$ cat src/rtl/sha256_pkg.sv
// shared types, constants and round helpers for the sha-256 engine
package sha256_pkg;

   localparam int WordWidth  = 32;
   localparam int CountWidth = 61;
   localparam int Rounds     = 64;

   localparam logic [7:0] PadByte = 8'h80;
   localparam logic [5:0] LenPos  = 6'd56;
   localparam logic [5:0] LastPos = 6'd63;

   typedef logic [WordWidth-1:0] word_type;

   // control from the sequencer to the compression core
   typedef struct packed {
      logic     load;
      word_type load_word;
      logic     start;
      logic     init;
   } core_ctl_type;

   typedef enum logic [2:0] {
      ST_IDLE,
      ST_PAD,
      ST_LEN,
      ST_CSTART,
      ST_CWAIT,
      ST_OUT
   } seq_state_type;

   typedef enum logic [1:0] {
      CORE_IDLE,
      CORE_ROUND,
      CORE_ADD
   } core_state_type;

   function automatic word_type initial_h(input logic [2:0] idx);
      word_type v;
      case (idx)
         3'd0: v = 32'h6a09e667;
         3'd1: v = 32'hbb67ae85;
         3'd2: v = 32'h3c6ef372;
         3'd3: v = 32'ha54ff53a;
         3'd4: v = 32'h510e527f;
         3'd5: v = 32'h9b05688c;
         3'd6: v = 32'h1f83d9ab;
         default: v = 32'h5be0cd19;
      endcase
      return v;
   endfunction

   localparam word_type RoundK [Rounds] = '{
      32'h428a2f98,32'h71374491,32'hb5c0fbcf,32'he9b5dba5,32'h3956c25b,32'h59f111f1,
      32'h923f82a4,32'hab1c5ed5,32'hd807aa98,32'h12835b01,32'h243185be,32'h550c7dc3,
      32'h72be5d74,32'h80deb1fe,32'h9bdc06a7,32'hc19bf174,32'he49b69c1,32'hefbe4786,
      32'h0fc19dc6,32'h240ca1cc,32'h2de92c6f,32'h4a7484aa,32'h5cb0a9dc,32'h76f988da,
      32'h983e5152,32'ha831c66d,32'hb00327c8,32'hbf597fc7,32'hc6e00bf3,32'hd5a79147,
      32'h06ca6351,32'h14292967,32'h27b70a85,32'h2e1b2138,32'h4d2c6dfc,32'h53380d13,
      32'h650a7354,32'h766a0abb,32'h81c2c92e,32'h92722c85,32'ha2bfe8a1,32'ha81a664b,
      32'hc24b8b70,32'hc76c51a3,32'hd192e819,32'hd6990624,32'hf40e3585,32'h106aa070,
      32'h19a4c116,32'h1e376c08,32'h2748774c,32'h34b0bcb5,32'h391c0cb3,32'h4ed8aa4a,
      32'h5b9cca4f,32'h682e6ff3,32'h748f82ee,32'h78a5636f,32'h84c87814,32'h8cc70208,
      32'h90befffa,32'ha4506ceb,32'hbef9a3f7,32'hc67178f2};

   function automatic word_type rotr(input word_type x, input int n);
      return (x >> n) | (x << (WordWidth - n));
   endfunction

endpackage

$ cat src/rtl/sha256_hash_engine_unit.sv
// top level: byte intake, padding sequencer and digest output
// a byte that fills a block stalls further requests while that block is compressed
// (a start step, 64 rounds on the shared round unit, then a final add step)
// end of message pads one byte per cycle up to the length field, pausing while a full block
// compresses, then compresses once or twice; eight digest words follow, one per accepted response
// synchronous reset restores the initial hash words and clears the byte count
module sha256_hash_engine_unit (
   input  logic        clock,
   input  logic        reset,
   input  logic        req_valid,
   output logic        req_stall,
   input  logic [7:0]  req_data_byte,
   input  logic        req_byte_present,
   input  logic        req_end_of_message,
   output logic        rsp_valid,
   input  logic        rsp_stall,
   output logic [31:0] rsp_digest_word,
   output logic [2:0]  rsp_word_index,
   output logic        rsp_digest_last
);

   sha256_pkg::seq_state_type state_ff, state_in;
   logic [sha256_pkg::CountWidth-1:0] count_ff, count_in;
   logic [5:0]  pos_ff, pos_in;
   logic [23:0] acc_ff, acc_in;
   logic        mark_ff, mark_in;
   logic        padding_ff, padding_in;
   logic        final_ff, final_in;
   logic [2:0]  idx_ff, idx_in;

   sha256_pkg::core_ctl_type ctl;
   logic                     core_done;
   sha256_pkg::word_type     hash [8];

   logic       req_take, rsp_take, push;
   logic [7:0] push_byte, len_byte;
   logic [63:0] bit_len;

   assign req_take = req_valid && !req_stall;
   assign rsp_take = rsp_valid && !rsp_stall;
   assign bit_len  = {count_ff, 3'b000};
   assign len_byte = bit_len[{3'd7 - pos_ff[2:0], 3'b000} +: 8];

   // byte to push this cycle
   always_comb begin
      push      = 1'b0;
      push_byte = req_data_byte;
      case (state_ff)
         sha256_pkg::ST_IDLE: push = req_take && req_byte_present;
         sha256_pkg::ST_PAD: begin
            push      = !mark_ff || (pos_ff != sha256_pkg::LenPos);
            push_byte = mark_ff ? 8'h00 : sha256_pkg::PadByte;
         end
         sha256_pkg::ST_LEN: begin
            push      = 1'b1;
            push_byte = len_byte;
         end
         default: ;
      endcase
   end

   // next state
   always_comb begin
      state_in = state_ff;
      case (state_ff)
         sha256_pkg::ST_IDLE: begin
            if (req_take) begin
               if (req_byte_present && pos_ff == sha256_pkg::LastPos)
                  state_in = sha256_pkg::ST_CSTART;
               else if (req_end_of_message)
                  state_in = sha256_pkg::ST_PAD;
            end
         end
         sha256_pkg::ST_PAD: begin
            if (push && pos_ff == sha256_pkg::LastPos)
               state_in = sha256_pkg::ST_CSTART;
            else if (mark_ff && pos_ff == sha256_pkg::LenPos)
               state_in = sha256_pkg::ST_LEN;
         end
         sha256_pkg::ST_LEN:
            if (pos_ff == sha256_pkg::LastPos) state_in = sha256_pkg::ST_CSTART;
         sha256_pkg::ST_CSTART: state_in = sha256_pkg::ST_CWAIT;
         sha256_pkg::ST_CWAIT: begin
            if (core_done) begin
               if (final_ff)        state_in = sha256_pkg::ST_OUT;
               else if (padding_ff) state_in = sha256_pkg::ST_PAD;
               else                 state_in = sha256_pkg::ST_IDLE;
            end
         end
         sha256_pkg::ST_OUT:
            if (rsp_take && idx_ff == 3'd7) state_in = sha256_pkg::ST_IDLE;
         default: state_in = sha256_pkg::ST_IDLE;
      endcase
   end

   // sequencer registers update
   always_comb begin
      count_in   = count_ff;
      pos_in     = pos_ff;
      acc_in     = acc_ff;
      mark_in    = mark_ff;
      padding_in = padding_ff;
      final_in   = final_ff;
      idx_in     = idx_ff;
      if (push) begin
         pos_in = pos_ff + 6'd1;
         acc_in = {acc_ff[15:0], push_byte};
      end
      case (state_ff)
         sha256_pkg::ST_IDLE: begin
            if (req_take) begin
               if (req_byte_present) count_in = count_ff + 1'b1;
               if (req_end_of_message) padding_in = 1'b1;
            end
         end
         sha256_pkg::ST_PAD: if (push) mark_in = 1'b1;
         sha256_pkg::ST_LEN: if (pos_ff == sha256_pkg::LastPos) final_in = 1'b1;
         sha256_pkg::ST_OUT: begin
            if (rsp_take) begin
               idx_in = idx_ff + 3'd1;
               if (idx_ff == 3'd7) begin
                  count_in   = '0;
                  pos_in     = '0;
                  mark_in    = 1'b0;
                  padding_in = 1'b0;
                  final_in   = 1'b0;
               end
            end
         end
         default: ;
      endcase
   end

   // core control
   always_comb begin
      ctl.load      = push && (pos_ff[1:0] == 2'b11);
      ctl.load_word = {acc_ff, push_byte};
      ctl.start     = (state_ff == sha256_pkg::ST_CSTART);
      ctl.init      = rsp_take && idx_ff == 3'd7;
   end

   always_ff @(posedge clock) begin
      if (reset) begin
         state_ff   <= sha256_pkg::ST_IDLE;
         count_ff   <= '0;
         pos_ff     <= '0;
         mark_ff    <= 1'b0;
         padding_ff <= 1'b0;
         final_ff   <= 1'b0;
         idx_ff     <= '0;
      end else begin
         state_ff   <= state_in;
         count_ff   <= count_in;
         pos_ff     <= pos_in;
         mark_ff    <= mark_in;
         padding_ff <= padding_in;
         final_ff   <= final_in;
         idx_ff     <= idx_in;
      end
   end

   always_ff @(posedge clock) begin
      acc_ff <= acc_in;
   end

   sha256_core u_core (
      .clock (clock),
      .reset (reset),
      .ctl   (ctl),
      .done  (core_done),
      .hash  (hash)
   );

   // outputs
   assign req_stall       = (state_ff != sha256_pkg::ST_IDLE);
   assign rsp_valid       = (state_ff == sha256_pkg::ST_OUT);
   assign rsp_digest_word = hash[idx_ff];
   assign rsp_word_index  = idx_ff;
   assign rsp_digest_last = (idx_ff == 3'd7);

endmodule

$ cat src/rtl/sha256_core.sv
// sha-256 compression core: message window, working words and hash state
module sha256_core (
   input  logic                        clock,
   input  logic                        reset,
   input  sha256_pkg::core_ctl_type    ctl,
   output logic                        done,
   output sha256_pkg::word_type        hash [8]
);

   sha256_pkg::core_state_type state_ff, state_in;
   sha256_pkg::word_type win_ff [16];
   sha256_pkg::word_type win_in [16];
   sha256_pkg::word_type hash_ff [8];
   sha256_pkg::word_type hash_in [8];
   sha256_pkg::word_type wv_ff [8];
   sha256_pkg::word_type wv_in [8];
   logic [5:0] rnd_ff, rnd_in;

   sha256_pkg::word_type big0, big1, ch, maj, t1, t2, sig0, sig1, sched;

   // round and schedule arithmetic
   always_comb begin
      big1  = sha256_pkg::rotr(wv_ff[4], 6) ^ sha256_pkg::rotr(wv_ff[4], 11)
            ^ sha256_pkg::rotr(wv_ff[4], 25);
      ch    = (wv_ff[4] & wv_ff[5]) ^ (~wv_ff[4] & wv_ff[6]);
      big0  = sha256_pkg::rotr(wv_ff[0], 2) ^ sha256_pkg::rotr(wv_ff[0], 13)
            ^ sha256_pkg::rotr(wv_ff[0], 22);
      maj   = (wv_ff[0] & wv_ff[1]) ^ (wv_ff[0] & wv_ff[2]) ^ (wv_ff[1] & wv_ff[2]);
      t1    = wv_ff[7] + big1 + ch + sha256_pkg::RoundK[rnd_ff] + win_ff[0];
      t2    = big0 + maj;
      sig0  = sha256_pkg::rotr(win_ff[1], 7) ^ sha256_pkg::rotr(win_ff[1], 18)
            ^ (win_ff[1] >> 3);
      sig1  = sha256_pkg::rotr(win_ff[14], 17) ^ sha256_pkg::rotr(win_ff[14], 19)
            ^ (win_ff[14] >> 10);
      sched = sig1 + win_ff[9] + sig0 + win_ff[0];
   end

   // next state
   always_comb begin
      state_in = state_ff;
      case (state_ff)
         sha256_pkg::CORE_IDLE:  if (ctl.start) state_in = sha256_pkg::CORE_ROUND;
         sha256_pkg::CORE_ROUND: if (rnd_ff == 6'd63) state_in = sha256_pkg::CORE_ADD;
         sha256_pkg::CORE_ADD:   state_in = sha256_pkg::CORE_IDLE;
         default:                state_in = sha256_pkg::CORE_IDLE;
      endcase
   end

   // datapath updates
   always_comb begin
      win_in  = win_ff;
      wv_in   = wv_ff;
      hash_in = hash_ff;
      rnd_in  = rnd_ff;
      case (state_ff)
         sha256_pkg::CORE_IDLE: begin
            if (ctl.load) begin
               for (int j = 0; j < 15; j++) win_in[j] = win_ff[j+1];
               win_in[15] = ctl.load_word;
            end
            if (ctl.start) begin
               wv_in  = hash_ff;
               rnd_in = '0;
            end
            if (ctl.init) begin
               for (int j = 0; j < 8; j++) hash_in[j] = sha256_pkg::initial_h(3'(j));
            end
         end
         sha256_pkg::CORE_ROUND: begin
            for (int j = 0; j < 15; j++) win_in[j] = win_ff[j+1];
            win_in[15] = sched;
            wv_in[7] = wv_ff[6];
            wv_in[6] = wv_ff[5];
            wv_in[5] = wv_ff[4];
            wv_in[4] = wv_ff[3] + t1;
            wv_in[3] = wv_ff[2];
            wv_in[2] = wv_ff[1];
            wv_in[1] = wv_ff[0];
            wv_in[0] = t1 + t2;
            rnd_in   = rnd_ff + 6'd1;
         end
         sha256_pkg::CORE_ADD: begin
            for (int j = 0; j < 8; j++) hash_in[j] = hash_ff[j] + wv_ff[j];
         end
         default: ;
      endcase
   end

   // control registers
   always_ff @(posedge clock) begin
      if (reset) begin
         state_ff <= sha256_pkg::CORE_IDLE;
         for (int j = 0; j < 8; j++) hash_ff[j] <= sha256_pkg::initial_h(3'(j));
      end else begin
         state_ff <= state_in;
         hash_ff  <= hash_in;
      end
   end

   // payload registers
   always_ff @(posedge clock) begin
      win_ff <= win_in;
      wv_ff  <= wv_in;
      rnd_ff <= rnd_in;
   end

   assign done = (state_ff == sha256_pkg::CORE_ADD);
   assign hash = hash_ff;

endmodule
$ cat config.mk
export PLATFORM = sky130hd
export DESIGN_NAME = sha256_hash_engine_unit
export DESIGN_NICKNAME = d
export VERILOG_FILES = /design/src/rtl/sha256_pkg.sv /design/src/rtl/sha256_hash_engine_unit.sv /design/src/rtl/sha256_core.sv
export SDC_FILE = /design/constraint.sdc
export NUM_CORES = 2
export LEC_CHECK = 0
export BUFFER_PORTS_ARGS = -buffer_cell sky130_fd_sc_hd__buf_2
export CAP_MARGIN = 20
export CORE_AREA = 4 4 367 514
export CTS_CLUSTER_DIAMETER = 60
export DETAILED_ROUTE_END_ITERATION = 6
export DIE_AREA = 0 0 371 518
export PLACE_DENSITY_LB_ADDON = 0.05
export SLEW_MARGIN = 20
export SYNTH_ARGS = -nofsm -noshare
export SYNTH_HDL_FRONTEND = slang
export SYNTH_SLANG_ARGS = --single-unit
$ cat constraint.sdc
create_clock -name clock -period 33.6 [get_ports clock]
set_clock_uncertainty 0.2 [all_clocks]
set_input_delay 3.36 -clock clock [delete_from_list [all_inputs] [get_ports clock]]
set_output_delay 3.36 -clock clock [all_outputs]
set_load 0.05 [all_outputs]
Word-level counts from Yosys, hierarchy flattened
Memory sizes are Yosys's and may differ from the RTL's.
Cells that the tools add are included.
Widths: inputs -> output; s select.
{"block": "classes", "n_addsub": 23, "order_cmp": 2, "n_eq_ne": 28, "n_shift": 1, "mux": 48, "n_bitwise": 29, "n_reduce_logical": 30}
{"cell": "$pmux 256 s2", "n": 2}
{"cell": "$pmux 512 s2", "n": 1}
{"cell": "$add 32x32->32", "n": 18}
{"cell": "$mux 256", "n": 2}
{"cell": "$mux 512", "n": 1}
{"cell": "$xor 32x32->32", "n": 9}
{"cell": "$mux 61", "n": 4}
{"cell": "$and 32x32->32", "n": 5}
{"cell": "$mux 32", "n": 4}
{"cell": "$pmux 61 s2", "n": 1}
{"cell": "$bmux 32 s3", "n": 1}
{"cell": "$shiftx 64x7->8", "n": 1}
{"cell": "$add 61x1->61 const B", "n": 1}
{"cell": "$not 32->32", "n": 1}
{"cell": "$or 10x32->32", "n": 1}
{"cell": "$or 13x32->32", "n": 1}
{"cell": "$or 14x32->32", "n": 1}
{"cell": "$or 15x32->32", "n": 1}
{"cell": "$or 19x32->32", "n": 1}
{"cell": "$or 21x32->32", "n": 1}
{"cell": "$or 25x32->32", "n": 1}
{"cell": "$or 26x32->32", "n": 1}
{"cell": "$or 30x32->32", "n": 1}
{"cell": "$or 7x32->32", "n": 1}
{"cell": "other kinds (41)", "n": 100}
{"block": "word_totals", "reg_bits": 1132, "rom_bits": 2048, "output_inout_bits": 38, "n_memories": 1}
{"name": "(no name shown)", "depth": 64, "word_bits": 32, "read_ports": 1, "rd_clocked_by_memory_dff": 0, "write_ports": 0, "line": "sha256_core.sv:29", "text": "t1 = wv_ff[7] + big1 + ch + sha256_pkg::RoundK[rnd_ff] + win_ff[0];"}

Depth between registers and ports, before layout
{"block": "logic_depth", "ltp_word": 9, "depth_mapped": 43, "depth_no_buf": 41}

Cells and area by module
From an unflattened synthesis, not the netlist that was laid out.
{"block": "unflattened", "cells_unflattened": 6851, "hier_area_um2": 69748.1}
{"module": "sha256_core", "n_inst": 1, "cells_per_inst": 6183, "area_each_um2": 62824.0}
{"module": "sha256_hash_engine_unit", "n_inst": 1, "cells_per_inst": 668, "area_each_um2": 6924.1}

Worst setup path after synthesis
Ideal clock, no wire load.
{"block": "synth_path", "kind": "input to register", "start": "in req_byte_present", "end": "reg u_core.win_ff[0] (netlist name) (enable)", "setup_ns": 1.402, "arrival_time_ns": 25.865, "t_required_ns": 31.998, "slack_ns": 6.133, "stages": 5, "path_buffers": 1, "path_cell_list": "and3_1 -> or2_2 -> clkbuf_1 -> a21oi_1 -> nor2_1"}
{"block": "synth_between", "elab_chain_len": 5}
{"item": "start, declared", "line": "sha256_hash_engine_unit.sv:13", "text": "input logic req_byte_present,"}
{"item": "$logic_and 1x1->1", "line": "sha256_hash_engine_unit.sv:49", "text": "sha256_pkg::ST_IDLE: push = req_take && req_byte_present;"}
{"item": "$pmux 1 s3", "line": "sha256_hash_engine_unit.sv:48", "text": "case (state_ff)"}
{"item": "net push", "line": "sha256_hash_engine_unit.sv:35", "text": "logic req_take, rsp_take, push;"}
{"item": "$logic_and 1x1->1", "line": "sha256_hash_engine_unit.sv:136", "text": "ctl.load = push && (pos_ff[1:0] == 2'b11);"}
{"item": "$ne 2x2->1 (no source line)"}
{"item": "$reduce_and 2->1 (no source line)"}
{"item": "end signal, assigned", "line": "sha256_core.sv:102", "text": "win_ff <= win_in;"}
{"item": "end, declared", "line": "sha256_core.sv:11", "text": "sha256_pkg::word_type win_ff [16];"}
The timed path passes the listed nets, and every way through them passes these cells.
A chain may end at the register's enable or synchronous reset.

==> summary.txt <==
Timing
  – Slew Limit Fails: 0
  – Worst hold slack: 199 ps
  – Final Cycle Share: 31.7%
  – Minimum clock period: 10660 ps
  – Setup total negative slack: 0 ps
  – # setup viols final: 0
  – Post-route setup slack: 22940 ps
  – Measured slew at the worst slew-check pin: 1100 ps
  – Slew HR: 25.8%
  – RSZ-0062 raised after global routing: no
  – Hold violation count in the final report: 0
  – Highest Clock Rate: ~94 MHz

GRT
  – Met2 Use GR: 45.9%
  – Vias in the first global route: 52200
  – Global-route met3 utilization: 2.59%
  – M1 GR Usage: between 20% and 30%
  – First-pass GRT wire length: 354 mm
  – Gr ovfl total: 0
  – GR peak layer: met2
  – Gr usage total: around a quarter
  – Antenna violations before repair: 2
  – Pin count of the biggest net entering global routing: 147

CTS
  – Setup repair bufs after CTS: 0
  – Num CTS Buffers: ~140
  – Clk_lat worst skew: 800 ps
  – Bufs on Longest Clock Path: 3
  – Clock transition at path regs: 60 ps
  – H-tree depth: 4
  – CTS tree: yes
  – # clock sinks: roughly 1100
  – CTS Root Cell: clkbuf_16
  – Hold Buf Count CTS: 0
  – Post_cts resized: 0

Layout
  – Layout cells sized above 1: under 10%
  – # fillers: about 18000
  – Final Net Count: 7414
  – Layout overhead on the synthesized area: 10.8%
  – Post-layout util: 42.1%

Setup path
  – Worst EP required: between 30000 and 40000 ps
  – Worst Path Buf+Inv: 6
  – Arrival @ worst endpoint: 10970 ps
  – Top delay family on crit path: adder cells
  – Crit-path slowest cell: a311oi_1
  – Crit Path Max Fanout: 21
  – Worst stage delay on the critical path: 740 ps
  – Worst setup SP type: flop
  – CP most frequent cell: inv_1
  – Setup crit end kind: flop
  – Crit path kind: flop to flop

Floorplan
  – DIE WIDTH: 371 um
  – Full die area: 192000 um2
  – Initial Util: 38.0%
  – Core ar.: ~180000 um2
  – Num rows: around 190
  – I/O pin cnt: 52
  – Die Height: 518 um

Detailed routing
  – Drt pass-1 iters: 5
  – DR vias: 51900
  – WL final: 246 mm
  – DR WL/cell: 26.2 um
  – Post-route ant nets: 0
  – DR DRC count: 0
  – Number of DRC markers in iteration 0: approximately 3700
  – Via density: 5.54

Pwr
  – Final Power: between 0.007 and 0.008 W
  – LEAKAGE: 29.4 nW
  – Maximum VDD drop: 0.110 mV
  – PwrDens: between 100 and 150 nW/um2

Synthesis
  – EDFF count, synth: 798
  – Post-synth cell types: 97
  – Syn_area_per_cell: 10.2 um2
  – Post-synth top area cell: edfxtp_1
  – Ys async rst share: 0%
  – Sequential fraction of the synthesis area: 44.0%
  – Post-Syn Area: 69600 um2
  – Synthesized flop and latch total: 1132
  – Syn_nets: approximately 7500
  – Top FF cell, synth: edfxtp_1
  – Syn Inst Count: approximately 7000
  – Yosys warns: 0
  – Top cell type's share of synthesized area: between 30% and 40%
  – Synth top area cells: edfxtp_1, dfxtp_1, ha_1

Place
  – Port-buffer cells: 51
  – Post-DP HPWL: 184 mm
  – Final RePlAce weighted congestion: 0.920
  – Pre-CTS setup slack: 22930 ps

Flow run
  – Max-cap viol count: 0

Min path
  – Hold Path Class: flop to flop

Status
  – Status: finished clean
-- report_power, final --
part,switching [W],total (W),internal [W],leakage [nW]
Combinational,0.00279,0.00463,0.00184,17.5
Sequential,0.0000765,0.00169,0.00162,9.72
Clock,0.000644,0.00152,0.000872,2.22
Total,0.00351,0.00784,0.00433,29.4
-- synth_stat cells (all sizes together) (96+ instances only) --
cell and number:
o22ai 96, inv 359, xnor2 380, fa 195, nand3 123, o21ai 427
a21oi 388, xor2 232, nand2 955, ha 397, dfxtp 334, a21o 188
clkbuf 270, edfxtp 798, nor2 467, nand2b 161
-- registers in the layout, indices dropped and copies added, names as in the netlist, 6 cells and up --
signal and cells:
u_core.hash 256, u_core.wv_ff 256, acc_ff 24, u_core.win_ff 512, count_ff 61, pos_ff 6
u_core.rnd_ff 6
-- through the flow --
| stage | cell area, um2 | std cells |
|---|---|---|
| after global placement | 72500 | 9112 |
| after floorplan | 69600 | 6848 |
| after detailed placement | 72600 | 9113 |
| after CTS | 77100 | 9368 |
| after global routing | 77100 | 9369 |
| final | 77100 | 9370 |
-- per-layer routing --
layer / share of wire (%) / vias up
met3: 3.4 / 419
met4: 5.9 / 0
met5: 0 / -
met2: 52 / 1313
li1: - / 24300
met1: 39 / 25800
-- worst register-to-register path: cells and delay by family (launching register included) --
| kind | cells | cell delay [ps] |
|---|---|---|
| buffers and inverters | 6 | 710 |
| adders and majority gates | 7 | 3300 |
| and+or+nand+nor | 7 | 1600 |
| xor gates and xnor gates | 2 | 360 |
| AOI/OAI and AO/OA | 12 | 3050 |
| DFF | 1 | 720 |
| muxes | 1 | 470 |
-- cell type report --
class	instances	area, um2	share of cell area [%]
well taps	2444	3060	3.96
flip-flops and latches	1132	30700	39.8
diodes	2	5.00	0.00649
multi-input cells	5034	36500	47.3
repair buffers	142	978	1.27
clock buffers	174	3740	4.85
clock inverters	81	826	1.07
inverters	361	1360	1.76
-- layout by cell type (no fill, tap or decap), drive strengths merged, types with 54 or more instances in the layout --
cell / n
nand2: 955
edfxtp: 798
nor2: 467
o21ai: 427
ha: 397
a21oi: 388
xnor2: 380
inv: 376
dfxtp: 334
xor2: 232
fa: 195
a21o: 188
clkbuf: 174
nand2b: 161
buf: 142
nand3: 123
o22ai: 96
mux4: 86
nor3: 84
a22oi: 64
o21a: 57
a31oi: 56
and3: 54
-- worst paths after layout --
check	start	end	slack, ps	cells past startpoint
min reg2reg	u_core.win_ff[69]$_DFFE_PP_	u_core.win_ff[101]$_DFFE_PP_	200	0
max reg2reg	u_core.rnd_ff[0]$_SDFFCE_PN0P_	u_core.wv_ff[254]$_DFFE_PP_	22940	35
max	u_core.rnd_ff[0]$_SDFFCE_PN0P_	u_core.wv_ff[254]$_DFFE_PP_	22940	35
min	u_core.win_ff[69]$_DFFE_PP_	u_core.win_ff[101]$_DFFE_PP_	200	0
-- cell families (layout without fill, tap and decap cells) --
family	Yosys count	count (layout)	synth area share, %
xor+xnor	613	613	7.73
compound gates	1588	1588	14.4
simple gates	2061	2061	13.2
other cells	0	2	0
fa+ha+maj	594	594	12.8
buf+inv	682	758	3.68
flops	1132	1132	44.0
mux	178	178	4.18
Note: power is estimated with default switching activity, not from simulation.
